$ cat src/hw/rtl/fwkr_pkg.sv
// ----------------------------------------------------------------------------
// fwkr_pkg
// Shared types and codes for the keyed-removal queue: request and response
// payloads, slot layout, controller states and controller/datapath signals.
// ----------------------------------------------------------------------------
package fwkr_pkg;

    localparam int QUEUE_DEPTH_DEF = 16;
    localparam int OCC_W           = 5;

    localparam logic [1:0] MODE_INSERT = 2'd0;
    localparam logic [1:0] MODE_REMOVE = 2'd1;
    localparam logic [1:0] MODE_LIST   = 2'd2;

    localparam logic [2:0] STAT_INSERTED  = 3'd0;
    localparam logic [2:0] STAT_REMOVED   = 3'd1;
    localparam logic [2:0] STAT_NOT_FOUND = 3'd2;
    localparam logic [2:0] STAT_EMPTY     = 3'd3;
    localparam logic [2:0] STAT_FULL      = 3'd4;
    localparam logic [2:0] STAT_LISTED    = 3'd5;

    typedef struct packed {
        logic [1:0]         mode;
        logic signed [31:0] key_id;
        logic signed [31:0] value;
    } req_t;

    typedef struct packed {
        logic [2:0]         status;
        logic signed [31:0] entry_id;
        logic signed [31:0] entry_value;
        logic [OCC_W-1:0]   occupancy;
        logic               last;
    } rsp_t;

    typedef struct packed {
        logic signed [31:0] id;
        logic signed [31:0] value;
    } slot_t;

    typedef enum logic [2:0] {
        ST_IDLE,
        ST_SEARCH,
        ST_SHIFT,
        ST_LIST,
        ST_DONE
    } state_t;

    typedef struct packed {
        logic idle;
        logic adv;
        logic cmp_en;
        logic shift_en;
        logic list_en;
        logic emit_rm;
    } ctrl_cmd_t;

    typedef struct packed {
        logic       accept;
        logic [1:0] mode;
        logic       empty;
        logic       match;
        logic       scan_done;
        logic       out_free;
    } dp_sts_t;

endpackage

$ cat src/hw/rtl/fwkr_ctrl.sv
// ----------------------------------------------------------------------------
// fwkr_ctrl
// Sequencer for the keyed-removal queue: idle, search, compaction, listing
// and the final remove response.
// ----------------------------------------------------------------------------
module fwkr_ctrl (
    input  logic                 clk,
    input  logic                 rst_n,
    input  fwkr_pkg::dp_sts_t    sts,
    output fwkr_pkg::ctrl_cmd_t  cmd
);

    fwkr_pkg::state_t state_reg;
    fwkr_pkg::state_t state_next;

    always_ff @(posedge clk or negedge rst_n)
    begin
        if (!rst_n)
        begin
            state_reg <= fwkr_pkg::ST_IDLE;
        end
        else
        begin
            state_reg <= state_next;
        end
    end

    always_comb
    begin
        state_next = state_reg;
        case (state_reg)
            fwkr_pkg::ST_IDLE:
            begin
                if (sts.accept && !sts.empty)
                begin
                    if (sts.mode == fwkr_pkg::MODE_REMOVE)
                    begin
                        state_next = fwkr_pkg::ST_SEARCH;
                    end
                    else if (sts.mode == fwkr_pkg::MODE_LIST)
                    begin
                        state_next = fwkr_pkg::ST_LIST;
                    end
                end
            end
            fwkr_pkg::ST_SEARCH:
            begin
                if (sts.match)
                begin
                    state_next = fwkr_pkg::ST_SHIFT;
                end
                else if (sts.scan_done)
                begin
                    state_next = fwkr_pkg::ST_DONE;
                end
            end
            fwkr_pkg::ST_SHIFT:
            begin
                if (sts.scan_done)
                begin
                    state_next = fwkr_pkg::ST_DONE;
                end
            end
            fwkr_pkg::ST_LIST:
            begin
                if (sts.scan_done)
                begin
                    state_next = fwkr_pkg::ST_IDLE;
                end
            end
            fwkr_pkg::ST_DONE:
            begin
                if (sts.out_free)
                begin
                    state_next = fwkr_pkg::ST_IDLE;
                end
            end
            default:
            begin
                state_next = fwkr_pkg::ST_IDLE;
            end
        endcase
    end

    always_comb
    begin
        cmd = '0;
        case (state_reg)
            fwkr_pkg::ST_IDLE:
            begin
                cmd.idle = 1'b1;
            end
            fwkr_pkg::ST_SEARCH:
            begin
                cmd.adv    = 1'b1;
                cmd.cmp_en = 1'b1;
            end
            fwkr_pkg::ST_SHIFT:
            begin
                cmd.adv      = 1'b1;
                cmd.shift_en = 1'b1;
            end
            fwkr_pkg::ST_LIST:
            begin
                cmd.adv     = sts.out_free;
                cmd.list_en = 1'b1;
            end
            fwkr_pkg::ST_DONE:
            begin
                cmd.emit_rm = 1'b1;
            end
            default:
            begin
                cmd = '0;
            end
        endcase
    end

endmodule

$ cat src/hw/rtl/fwkr_dp.sv
// ----------------------------------------------------------------------------
// fwkr_dp
// Datapath of the keyed-removal queue: slot memory with registered read,
// fill count, scan pointer, id compare and the response register.
// ----------------------------------------------------------------------------
module fwkr_dp #(
    parameter int QUEUE_DEPTH = fwkr_pkg::QUEUE_DEPTH_DEF
) (
    input  logic                 clk,
    input  logic                 rst_n,
    input  logic                 req_valid,
    output logic                 req_stall,
    input  fwkr_pkg::req_t       req,
    output logic                 rsp_valid,
    input  logic                 rsp_stall,
    output fwkr_pkg::rsp_t       rsp,
    input  fwkr_pkg::ctrl_cmd_t  cmd,
    output fwkr_pkg::dp_sts_t    sts
);

    localparam int IW = (QUEUE_DEPTH > 1) ? $clog2(QUEUE_DEPTH) : 1;
    localparam int CW = $clog2(QUEUE_DEPTH + 1);

    fwkr_pkg::slot_t    mem [QUEUE_DEPTH];

    logic [CW-1:0]      count_reg;
    logic [CW-1:0]      count_next;
    logic [CW-1:0]      ptr_reg;
    logic [CW-1:0]      ptr_next;
    logic               rdv_reg;
    logic               rdv_next;
    logic               found_reg;
    logic               found_next;
    logic               rsp_valid_reg;
    logic               rsp_valid_next;
    fwkr_pkg::rsp_t     rsp_reg;
    fwkr_pkg::rsp_t     rsp_next;
    logic [IW-1:0]      rd_idx_reg;
    fwkr_pkg::slot_t    rd_data_reg;
    logic signed [31:0] key_reg;

    logic               out_free;
    logic               accept;
    logic               issue;
    logic               consume;
    logic               match;
    logic               empty;
    logic               wr_en;
    logic [IW-1:0]      wr_addr;
    fwkr_pkg::slot_t    wr_data;

    assign out_free  = !rsp_valid_reg || !rsp_stall;
    assign req_stall = !(cmd.idle && out_free);
    assign accept    = req_valid && !req_stall;
    assign empty     = (count_reg == '0);
    assign issue     = cmd.adv && (ptr_reg < count_reg);
    assign consume   = cmd.adv && rdv_reg;
    assign match     = cmd.cmp_en && rdv_reg && (rd_data_reg.id == key_reg);

    assign sts.accept    = accept;
    assign sts.mode      = req.mode;
    assign sts.empty     = empty;
    assign sts.match     = match;
    assign sts.scan_done = (ptr_reg >= count_reg) && !rdv_reg;
    assign sts.out_free  = out_free;

    assign rsp_valid = rsp_valid_reg;
    assign rsp       = rsp_reg;

    always_comb
    begin
        count_next     = count_reg;
        ptr_next       = ptr_reg;
        rdv_next       = rdv_reg;
        found_next     = found_reg;
        rsp_next       = rsp_reg;
        rsp_valid_next = rsp_valid_reg && rsp_stall;
        wr_en          = 1'b0;
        wr_addr        = '0;
        wr_data        = rd_data_reg;

        if (accept)
        begin
            ptr_next   = '0;
            rdv_next   = 1'b0;
            found_next = 1'b0;
            case (req.mode)
                fwkr_pkg::MODE_INSERT:
                begin
                    if (count_reg == CW'(QUEUE_DEPTH))
                    begin
                        rsp_next.status    = fwkr_pkg::STAT_FULL;
                        rsp_next.occupancy = fwkr_pkg::OCC_W'(count_reg);
                    end
                    else
                    begin
                        wr_en         = 1'b1;
                        wr_addr       = count_reg[IW-1:0];
                        wr_data.id    = req.key_id;
                        wr_data.value = req.value;
                        count_next    = count_reg + CW'(1);
                        rsp_next.status    = fwkr_pkg::STAT_INSERTED;
                        rsp_next.occupancy = fwkr_pkg::OCC_W'(count_next);
                    end
                    rsp_next.entry_id    = req.key_id;
                    rsp_next.entry_value = '0;
                    rsp_next.last        = 1'b1;
                    rsp_valid_next       = 1'b1;
                end
                fwkr_pkg::MODE_REMOVE:
                begin
                    if (empty)
                    begin
                        rsp_next.status      = fwkr_pkg::STAT_EMPTY;
                        rsp_next.entry_id    = req.key_id;
                        rsp_next.entry_value = '0;
                        rsp_next.occupancy   = '0;
                        rsp_next.last        = 1'b1;
                        rsp_valid_next       = 1'b1;
                    end
                end
                fwkr_pkg::MODE_LIST:
                begin
                    if (empty)
                    begin
                        rsp_next.status      = fwkr_pkg::STAT_EMPTY;
                        rsp_next.entry_id    = '0;
                        rsp_next.entry_value = '0;
                        rsp_next.occupancy   = '0;
                        rsp_next.last        = 1'b1;
                        rsp_valid_next       = 1'b1;
                    end
                end
                default:
                begin
                end
            endcase
        end
        else
        begin
            // advance the read pipeline
            if (issue)
            begin
                ptr_next = ptr_reg + CW'(1);
                rdv_next = 1'b1;
            end
            else if (consume)
            begin
                rdv_next = 1'b0;
            end

            if (match)
            begin
                found_next = 1'b1;
            end

            // close the gap: move each later slot one place toward the head
            if (cmd.shift_en && rdv_reg)
            begin
                wr_en   = 1'b1;
                wr_addr = rd_idx_reg - IW'(1);
                wr_data = rd_data_reg;
            end

            if (cmd.list_en && consume)
            begin
                rsp_next.status      = fwkr_pkg::STAT_LISTED;
                rsp_next.entry_id    = rd_data_reg.id;
                rsp_next.entry_value = rd_data_reg.value;
                rsp_next.occupancy   = fwkr_pkg::OCC_W'(count_reg);
                rsp_next.last        = (CW'(rd_idx_reg) == count_reg - CW'(1));
                rsp_valid_next       = 1'b1;
            end

            if (cmd.emit_rm && out_free)
            begin
                count_next           = count_reg - CW'(found_reg);
                rsp_next.status      = found_reg ? fwkr_pkg::STAT_REMOVED
                                                 : fwkr_pkg::STAT_NOT_FOUND;
                rsp_next.entry_id    = key_reg;
                rsp_next.entry_value = '0;
                rsp_next.occupancy   = fwkr_pkg::OCC_W'(count_next);
                rsp_next.last        = 1'b1;
                rsp_valid_next       = 1'b1;
            end
        end
    end

    always_ff @(posedge clk or negedge rst_n)
    begin
        if (!rst_n)
        begin
            count_reg     <= '0;
            ptr_reg       <= '0;
            rdv_reg       <= 1'b0;
            found_reg     <= 1'b0;
            rsp_valid_reg <= 1'b0;
        end
        else
        begin
            count_reg     <= count_next;
            ptr_reg       <= ptr_next;
            rdv_reg       <= rdv_next;
            found_reg     <= found_next;
            rsp_valid_reg <= rsp_valid_next;
        end
    end

    always_ff @(posedge clk)
    begin
        rsp_reg <= rsp_next;
        if (accept)
        begin
            key_reg <= req.key_id;
        end
    end

    always_ff @(posedge clk)
    begin
        if (wr_en)
        begin
            mem[wr_addr] <= wr_data;
        end
    end

    always_ff @(posedge clk)
    begin
        if (issue)
        begin
            rd_data_reg <= mem[ptr_reg[IW-1:0]];
            rd_idx_reg  <= ptr_reg[IW-1:0];
        end
    end

    a_ptr_in_range: assert property (@(posedge clk) disable iff (!rst_n)
        !cmd.idle |-> ptr_reg <= count_reg)
        else $error("scan pointer beyond fill count");

    a_count_in_range: assert property (@(posedge clk) disable iff (!rst_n)
        count_reg <= CW'(QUEUE_DEPTH))
        else $error("fill count beyond queue depth");

    a_count_step: assert property (@(posedge clk) disable iff (!rst_n)
        count_reg != $past(count_reg) |->
            (count_reg == $past(count_reg) + CW'(1) ||
             count_reg == $past(count_reg) - CW'(1)))
        else $error("fill count moved by more than one");

    a_shift_not_head: assert property (@(posedge clk) disable iff (!rst_n)
        cmd.shift_en && rdv_reg |-> rd_idx_reg != '0)
        else $error("compaction read from the head slot");

endmodule

$ cat src/hw/rtl/fifo_with_keyed_removal.sv
// ----------------------------------------------------------------------------
// fifo_with_keyed_removal
// Ordered queue of (id, value) entries with insert at tail, remove by id and
// a full listing from head to tail.
// ----------------------------------------------------------------------------
// Usage:
//   Request channel req_valid / req_stall / req carries mode, key_id, value.
//   Response channel rsp_valid / rsp_stall / rsp carries status, entry_id,
//   entry_value, occupancy and last; last marks the final response of a
//   request. A transfer happens on a clock edge with valid high, stall low.
//   Insert and an empty-queue remove or list finish in the accept cycle: the
//   response is valid on the next cycle, one request per cycle sustained
//   while rsp_stall is low. Remove scans the slot memory one slot per cycle,
//   then shifts later slots one per cycle, both through the single memory
//   read port, and then gives its response. List streams one response per
//   cycle from the registered memory read while rsp_stall is low. Mode 3 is
//   dropped. Requests are taken only while no other request is in progress
//   and the response register is free or being emptied.
//   A stalled response holds, and listing pauses until it is taken.
//   Reset empties the queue; slot contents are not cleared.
// ----------------------------------------------------------------------------
module fifo_with_keyed_removal #(
    parameter int QUEUE_DEPTH = fwkr_pkg::QUEUE_DEPTH_DEF
) (
    input  logic            clk,
    input  logic            rst_n,
    input  logic            req_valid,
    output logic            req_stall,
    input  fwkr_pkg::req_t  req,
    output logic            rsp_valid,
    input  logic            rsp_stall,
    output fwkr_pkg::rsp_t  rsp
);

    fwkr_pkg::ctrl_cmd_t cmd;
    fwkr_pkg::dp_sts_t   sts;

    fwkr_ctrl u_ctrl (
        .clk   (clk),
        .rst_n (rst_n),
        .sts   (sts),
        .cmd   (cmd)
    );

    fwkr_dp #(
        .QUEUE_DEPTH (QUEUE_DEPTH)
    ) u_dp (
        .clk       (clk),
        .rst_n     (rst_n),
        .req_valid (req_valid),
        .req_stall (req_stall),
        .req       (req),
        .rsp_valid (rsp_valid),
        .rsp_stall (rsp_stall),
        .rsp       (rsp),
        .cmd       (cmd),
        .sts       (sts)
    );

endmodule

$ cat config.mk
export PLATFORM = sky130hd
export DESIGN_NAME = fifo_with_keyed_removal
export DESIGN_NICKNAME = d
export VERILOG_FILES = /design/src/hw/rtl/fwkr_pkg.sv /design/src/hw/rtl/fwkr_ctrl.sv /design/src/hw/rtl/fwkr_dp.sv /design/src/hw/rtl/fifo_with_keyed_removal.sv
export SDC_FILE = /design/constraint.sdc
export NUM_CORES = 1
export LEC_CHECK = 0
export BUFFER_PORTS_ARGS = -buffer_cell sky130_fd_sc_hd__buf_2
export CAP_MARGIN = 20
export CORE_UTILIZATION = 40
export DETAILED_ROUTE_END_ITERATION = 8
export GPL_TIMING_DRIVEN = 0
export PLACE_DENSITY_LB_ADDON = 0.25
export SETUP_SLACK_MARGIN = 0.15
export SYNTH_ARGS = -nofsm -noshare
export SYNTH_HDL_FRONTEND = slang
export SYNTH_SLANG_ARGS = --single-unit
$ cat constraint.sdc
create_clock -name clk -period 8.95 [get_ports clk]
set_input_delay 0.895 -clock clk [delete_from_list [all_inputs] [get_ports clk]]
set_output_delay 0.895 -clock clk [all_outputs]
set_load 0.05 [all_outputs]
==> results by group, run 1 <==
Timing
  • Worst Tran Pin Value: 1.153 ns
  • Tmin final: 4.121 ns
  • Clock skew: 0.03663 ns
  • Max Clk Rate: 242.6 MHz
  • Hold Violations, Final: 0
  • Crit share post-route: 0.4605
  • Max-slew headroom: 0.2314
  • Count of pins over their slew limit: 0
  • Setup violators final: 0
  • RSZ-0062 raised after global routing: no

Place
  • RePlAce Congestion: 0.8514
  • Post-DP HPWL: 79720 um
  • PortBufs: 144
  • Placed Instances: 3791

GRT
  • Global Route Usage Sum: 0.2046
  • Vias in the first global route: 23890
  • Largest net degree at the start of global routing: 41
  • Global-route wire length before repair: 174200 um
  • GRT overflow: 0
  • Initial antenna violation count: 3

Clock network
  • CTS Hold Buffers Added: 0
  • CTS sink cnt: 1213
  • CTS tree: yes
  • H-tree depth: 3
  • Clock root buffer: clkbuf_16
  • Bufs on Longest Clock Path: 3
  • Reg clk slew, reported paths: 0.07 ns
  • CTS buffer count: 118
  • # Post-CTS Setup Buffers: 0
  • Post-CTS sizing: 0
  • Worst-skew pair later-pin latency: 0.71 ns

Die
  • Initial Util: 0.4026
  • Core area: 0.1179 mm^2
  • Die width: 346.5 um
  • Ports: 145
  • Die Height: 346.5 um
  • DIE AREA: 0.1201 mm^2
  • Std cell rows: 126

Final layout
  • Fin cells: 4013
  • Nets: 2462
  • Commonest cells after routing, fill and taps aside: 1197 x edfxtp_1, 320 x mux4_2, 180 x buf_2
  • Area Growth Syn to Fin: 16.90%
  • # diodes: 0
  • Layout cells sized above 1: 0.3432
  • Max FFs per register: 1024
  • Most common cell after layout, fill and taps aside: edfxtp_1

Critical path
  • Worst path arrival time: 4.49 ns
  • Critical path type: reg2reg
  • CP Data Required Time: 9.32 ns
  • Worst setup startpoint: u_dp.count_reg[1]
  • Worst-path fanout max: 20
  • Reg-to-reg critical path startpoint: u_dp.count_reg[1]
  • Crit. End Element: register
  • Worst setup SP type: register

Power
  • Overall power: 18.94 mW
  • Worst VDD drop: 184.9 uV
  • Static leakage power: 18.05 nW
  • Pwr/cell area: 341.3 mW/mm^2

Logic synthesis
  • Total number of yosys warnings: 0
  • Synth Flop Type: edfxtp_1
  • Post-synthesis sequential area ratio: 0.7656
  • Number of flops mapped to enable cells by yosys: 1197
  • Mapped Nets: 2129
  • Post-synthesis async set-or-reset flop share: 0.01319
  • Post-synthesis cell type count: 53
  • Gate Count Post-Synth: 2043
  • #FFs+latches synth: 1213
  • Mapped cell area: 0.04747 mm^2
  • Avg Cell Area, Syn: 23.24 um^2

Routing
  • Vias/cell: 5.686
  • Final antenna-violating net count: 0
  • DRC: 0
  • Final wirelength: 122500 um
  • Drt wl/cell: 30.53 um
  • Via count: 22820
  • First DRT Iteration DRCs: 2386
  • Drt pass-1 iters: 7

Status
  • Status: completed

Hold path
  • Worst min path class: in2async

Flow run
  • Max-cap violation count: 0
-- layout make-up --
type / count / area (um^2)
inverter: 18 / 68.82
clock buffer: 141 / 3103
buffer: 107 / 608.1
multi-input combinational: 705 / 10590
sequential: 1213 / 36340
fill: 9607 / 62430
tap: 1536 / 1922
timing repair buffer: 213 / 2231
clock inverter: 80 / 634.4
-- metrics by stage --
| step | util | setup WS [ns] | hold slack, ns | cell area [um^2] | setup TNS [ns] |
|---|---|---|---|---|---|
| 6_report | 0.4706 | 4.829 | 0.1206 | 55500 | 0 |
| 5_1_grt | 0.4706 | 4.639 | 0.1193 | 55500 | 0 |
| 4_1_cts | 0.4705 | 4.871 | 0.09208 | 55480 | 0 |
| 3_5_place_dp | 0.4388 | 4.692 | 0.4800 | 51740 | 0 |
| 3_3_place_gp | 0.4250 | -2.356 | 0.4757 | 50120 | -774.61 |
| 2_1_floorplan | - | 3.468 | 0.4478 | 47470 | 0 |
-- power breakdown --
group          leakage [nW]  total [mW]  switching (mW)  internal (mW)
Combinational          5.15        5.95            3.60           2.36
Sequential             11.1        8.15           0.326           7.82
Clock                  1.83        4.84            2.12           2.72
Total                  18.0        18.9            6.04           12.9
-- logic make-up after synthesis --
kind of cell,after synthesis,synth area share
adders and majority gates,16,0.004217
DFF,1213,0.7656
and+or+nand+nor,169,0.01995
AOI/OAI and AO/OA,88,0.01531
xor gates and xnor gates,45,0.008302
buffers and inverters,125,0.01426
muxes,387,0.1724
-- synth_stat cells, types with 7 or more instances --
cell,count,area share
a21oi_1,10,0.0011
a221o_1,34,0.0072
and3_1,68,0.0090
buf_2,36,0.0038
buf_6,7,0.0017
clkbuf_1,53,0.0042
dfrtp_1,16,0.0084
edfxtp_1,1197,0.76
ha_1,16,0.0042
inv_1,15,0.0012
mux2_4,60,0.019
mux4_2,320,0.15
nand2_1,13,0.0010
nand3_1,9,0.00095
nand4_1,7,0.00092
nor2_1,38,0.0030
nor3_1,9,0.00095
nor4_1,8,0.0011
o21ai_0,11,0.0012
xnor2_1,15,0.0028
xor2_1,30,0.0055
-- worst max-delay path, cell delays in order (launching register included) --
cell,delay (ns)
dfrtp_1,0.44
inv_1,0.23
ha_1,0.27
and4_1,0.19
buf_2,0.22
inv_2,0.09
ha_1,0.19
nand4_1,0.08
o21ai_0,0.24
nand2b_1,0.43
nor2_4,0.84
buf_12,0.27
buf_12,0.23
-- path summary, 6_finish.rpt --
check	to	slack, ns	cells after the start
setup / recovery	u_dp.mem[0][26]	4.83	12
hold / removal	u_ctrl.state_reg[2]	0.12	1
setup reg to reg	u_dp.mem[0][26]	4.83	12
hold reg to reg	u_dp.rd_idx_reg[0]	0.50	0
max in group asynchronous	u_dp.count_reg[3]	8.51	1
min in group clk	u_dp.key_reg[20]	0.42	1
-- routing by layer --
layer	share of wire	global-route usage
met2	0.50	0.3386
met5	0.000057	0
met4	0.026	0.05868
met1	0.41	0.2750
met3	0.068	0.04029
No activity file was read; power rests on OpenSTA's default activity.
==> inputs of run 2 (changes only) <==
==> constraint.sdc (replaced) <==
create_clock -name clk -period 4 [get_ports clk]
set_input_delay 0.4 -clock clk [delete_from_list [all_inputs] [get_ports clk]]
set_output_delay 0.4 -clock clk [all_outputs]
set_load 0.05 [all_outputs]
==> results by group, run 2 (same netlist as run 1, synthesis figures left out) <==
Hold path
  • Hold path start: req_valid
  • WHS Path Cells: 3
  • Hold endpoint: u_ctrl.state_reg[0]
  • Worst min path class: in2reg

Timing
  • Tmin final: 3.713 ns (-0.4083 ns)
  • Crit share post-route: 0.9283 (+0.4678)
  • Final worst setup slack: 0.2868 ns (-4.542 ns)
  • Fin Hold WS: 0.04721 ns (-0.07339 ns)
  • Hold Violations, Final: 0 (unchanged)
  • Setup TNS: 0 ns (unchanged)
  • Setup violators final: 0 (unchanged)
  • Max-slew headroom: 0.2475 (+0.01612)
  • Max Clk Rate: 269.3 MHz (+11%)
  • Count of pins over their slew limit: 0 (unchanged)
  • RSZ-0062 raised after global routing: no
  • Worst Tran Pin Value: 1.129 ns (-0.02419 ns)
  • Clock skew: 0.06081 ns (+0.02417 ns)

Die
  • Ports: 145 (unchanged)
  • DIE AREA: 0.1201 mm^2 (unchanged)
  • Die Height: 346.5 um (unchanged)
  • Initial Util: 0.4026 (unchanged)
  • Die width: 346.5 um (unchanged)
  • Core area: 0.1179 mm^2 (unchanged)
  • Std cell rows: 126 (unchanged)

Power
  • Pwr/cell area: 764.0 mW/mm^2 (+120%)
  • Static leakage power: 18.33 nW (+1.6%)
  • Worst VDD drop: 387.7 uV (+110%)
  • Overall power: 42.86 mW (+130%)

GRT
  • Vias in the first global route: 24090 (+0.84%)
  • Global-route wire length before repair: 176300 um (+1.2%)
  • Largest net degree at the start of global routing: 41 (unchanged)
  • Initial antenna violation count: 1 (-2)
  • Met2 Usage GRT: 0.3375 (-0.001104)
  • GRT overflow: 0 (unchanged)
  • Met1 Use GR: 0.2876 (+0.01264)
  • Global Route Usage Sum: 0.2068 (+0.002250)
  • Most Crowded Layer GR: met2
  • M3 GR Usage: 0.02772 (-0.01257)

Clock network
  • CTS buffer count: 119 (+0.85%)
  • Worst-skew pair later-pin latency: 0.74 ns (+0.03 ns)
  • CTS tree: yes
  • Reg clk slew, reported paths: 0.07 ns (about the same)
  • H-tree depth: 3 (unchanged)
  • Bufs on Longest Clock Path: 3 (unchanged)
  • Clock root buffer: clkbuf_16
  • CTS sink cnt: 1213 (unchanged)

Critical path
  • Worst-path fanout max: 10 (-50%)
  • CP max stage cell: clkbuf_1
  • Reg2reg end: u_dp.rd_data_reg[25]
  • Crit-path cells: clkbuf_1 > clkbuf_1 > clkbuf_1 > mux4_2 > mux4_2
  • Critical path's largest stage delay: 0.82 ns (-0.02 ns)
  • Worst setup SP type: register
  • Worst path arrival time: 4.15 ns (-0.34 ns)
  • Critical path type: reg2reg
  • Reg-to-reg critical path startpoint: u_dp.ptr_reg[1]
  • Reg2reg setup slack: 0.29 ns (-4.54 ns)
  • Crit. End Element: register
  • R2r worst-path depth: 5 (-7)
  • Buf+Inv Stages, Crit Path: 3 (-2)
  • Most frequent CP cell: clkbuf_1
  • CP top delay family: buffers and inverters
  • CP Data Required Time: 4.44 ns (-4.88 ns)

Final layout
  • Filler cell count: 9468 (-1.4%)
  • Layout cells sized above 1: 0.3440 (+0.0008651)
  • Nets: 2510 (+1.9%)
  • Commonest cells after routing, fill and taps aside: 1197 x edfxtp_1, 320 x mux4_2, 180 x buf_2
  • Fin util: 0.4757 (+0.005125)
  • Most common cell after layout, fill and taps aside: edfxtp_1
  • Max FFs per register: 1024 (unchanged)
  • Area Growth Syn to Fin: 18.17%

Status
  • Status: completed

Place
  • Pre-CTS WS: -0.08864 ns (-4.781 ns)
  • RePlAce Congestion: 0.8255 (-3.0%)
  • Post-DP HPWL: 80010 um (+0.36%)
  • PortBufs: 144 (unchanged)

Routing
  • Drt wl/cell: 30.36 um (-0.56%)
  • DRC: 0 (unchanged)
  • First DRT Iteration DRCs: 2516 (+5.4%)
  • Vias/cell: 5.698 (+0.21%)
  • Final antenna-violating net count: 0 (unchanged)
  • Via count: 23150 (+1.5%)
  • Final wirelength: 123400 um (+0.68%)
  • Drt pass-1 iters: 5 (-2)

Flow run
  • Max-cap violation count: 0 (unchanged)
==> run 2: cell types whose count changed in the layout (fill, tap and decap cells not counted), moves of 3 or more <==
cell	change
buf_4	+15
bufinv_16	+3
clkinv_2	-5
clkinv_4	+6
clkinvlp_4	-3
dlygate4sd3_1	+32
==> run 2: metal layers <==
| metal | vias up | share of wire |
|---|---|---|
| met5 | - | 0 |
| met3 | 179 | 0.062 |
| met2 | 874 | 0.49 |
| met4 | 0 | 0.028 |
| li1 | 9517 | - |
| met1 | 12580 | 0.42 |
==> run 2: through the flow <==
stage                     std cells  area, um^2
final                          4063       56100
after global routing           4062       56100
after CTS                      4057       56040
after detailed placement       3789       51720
after global placement         3723       50120
after floorplan                2043       47480
==> run 2: area by class of cell <==
type | count | area (um^2) | share of cell area
Antenna cell | 1 | 2.502 | 0.00004461
Buffer | 107 | 608.1 | 0.01084
Clock buffer | 138 | 3049 | 0.05435
Clock inverter | 85 | 833.3 | 0.01485
Inverter | 18 | 68.82 | 0.001227
Multi-Input combinational cell | 705 | 10600 | 0.1889
Sequential cell | 1213 | 36340 | 0.6478
Tap cell | 1536 | 1922 | 0.03426
Timing Repair Buffer | 260 | 2676 | 0.04771
==> run 2: power by group <==
part,switching (mW),leakage [nW],internal [mW]
Clock,4.85,1.89,6.26
Combinational,8.14,5.37,5.42
Sequential,0.687,11.1,17.5
Total,13.7,18.3,29.2
==> run 2: worst max-delay path by stage <==
stage	start	to	slack, ns	cells past startpoint
global placement	u_dp.count_reg[1]	u_dp.mem[14][12]	-5.54	10
floorplan	u_dp.count_reg[1]	u_dp.mem[4][0]	-0.99	10
CTS	u_dp.count_reg[0]	u_dp.mem[5][11]	0.16	13
global route	u_dp.count_reg[1]	u_dp.mem[8][61]	0.16	12
detailed placement	u_dp.count_reg[0]	u_dp.mem[13][12]	-0.09	13
finish	u_dp.ptr_reg[1]	u_dp.rd_data_reg[25]	0.29	5
==> run 2: timing repair <==
action                     in CTS  in global routing
hold buffers                   32                  0
setup endpoints to repair     195                111
pin swaps                      10                  3
buffers inserted               13                  4
resized for setup               0                  1
hold endpoints to repair       52                  0
==> run 2: worst min-delay path, cell delays in order <==
cell and delay [ns]:
buf_2 0.18, nand3_1 0.10, o31ai_1 0.07
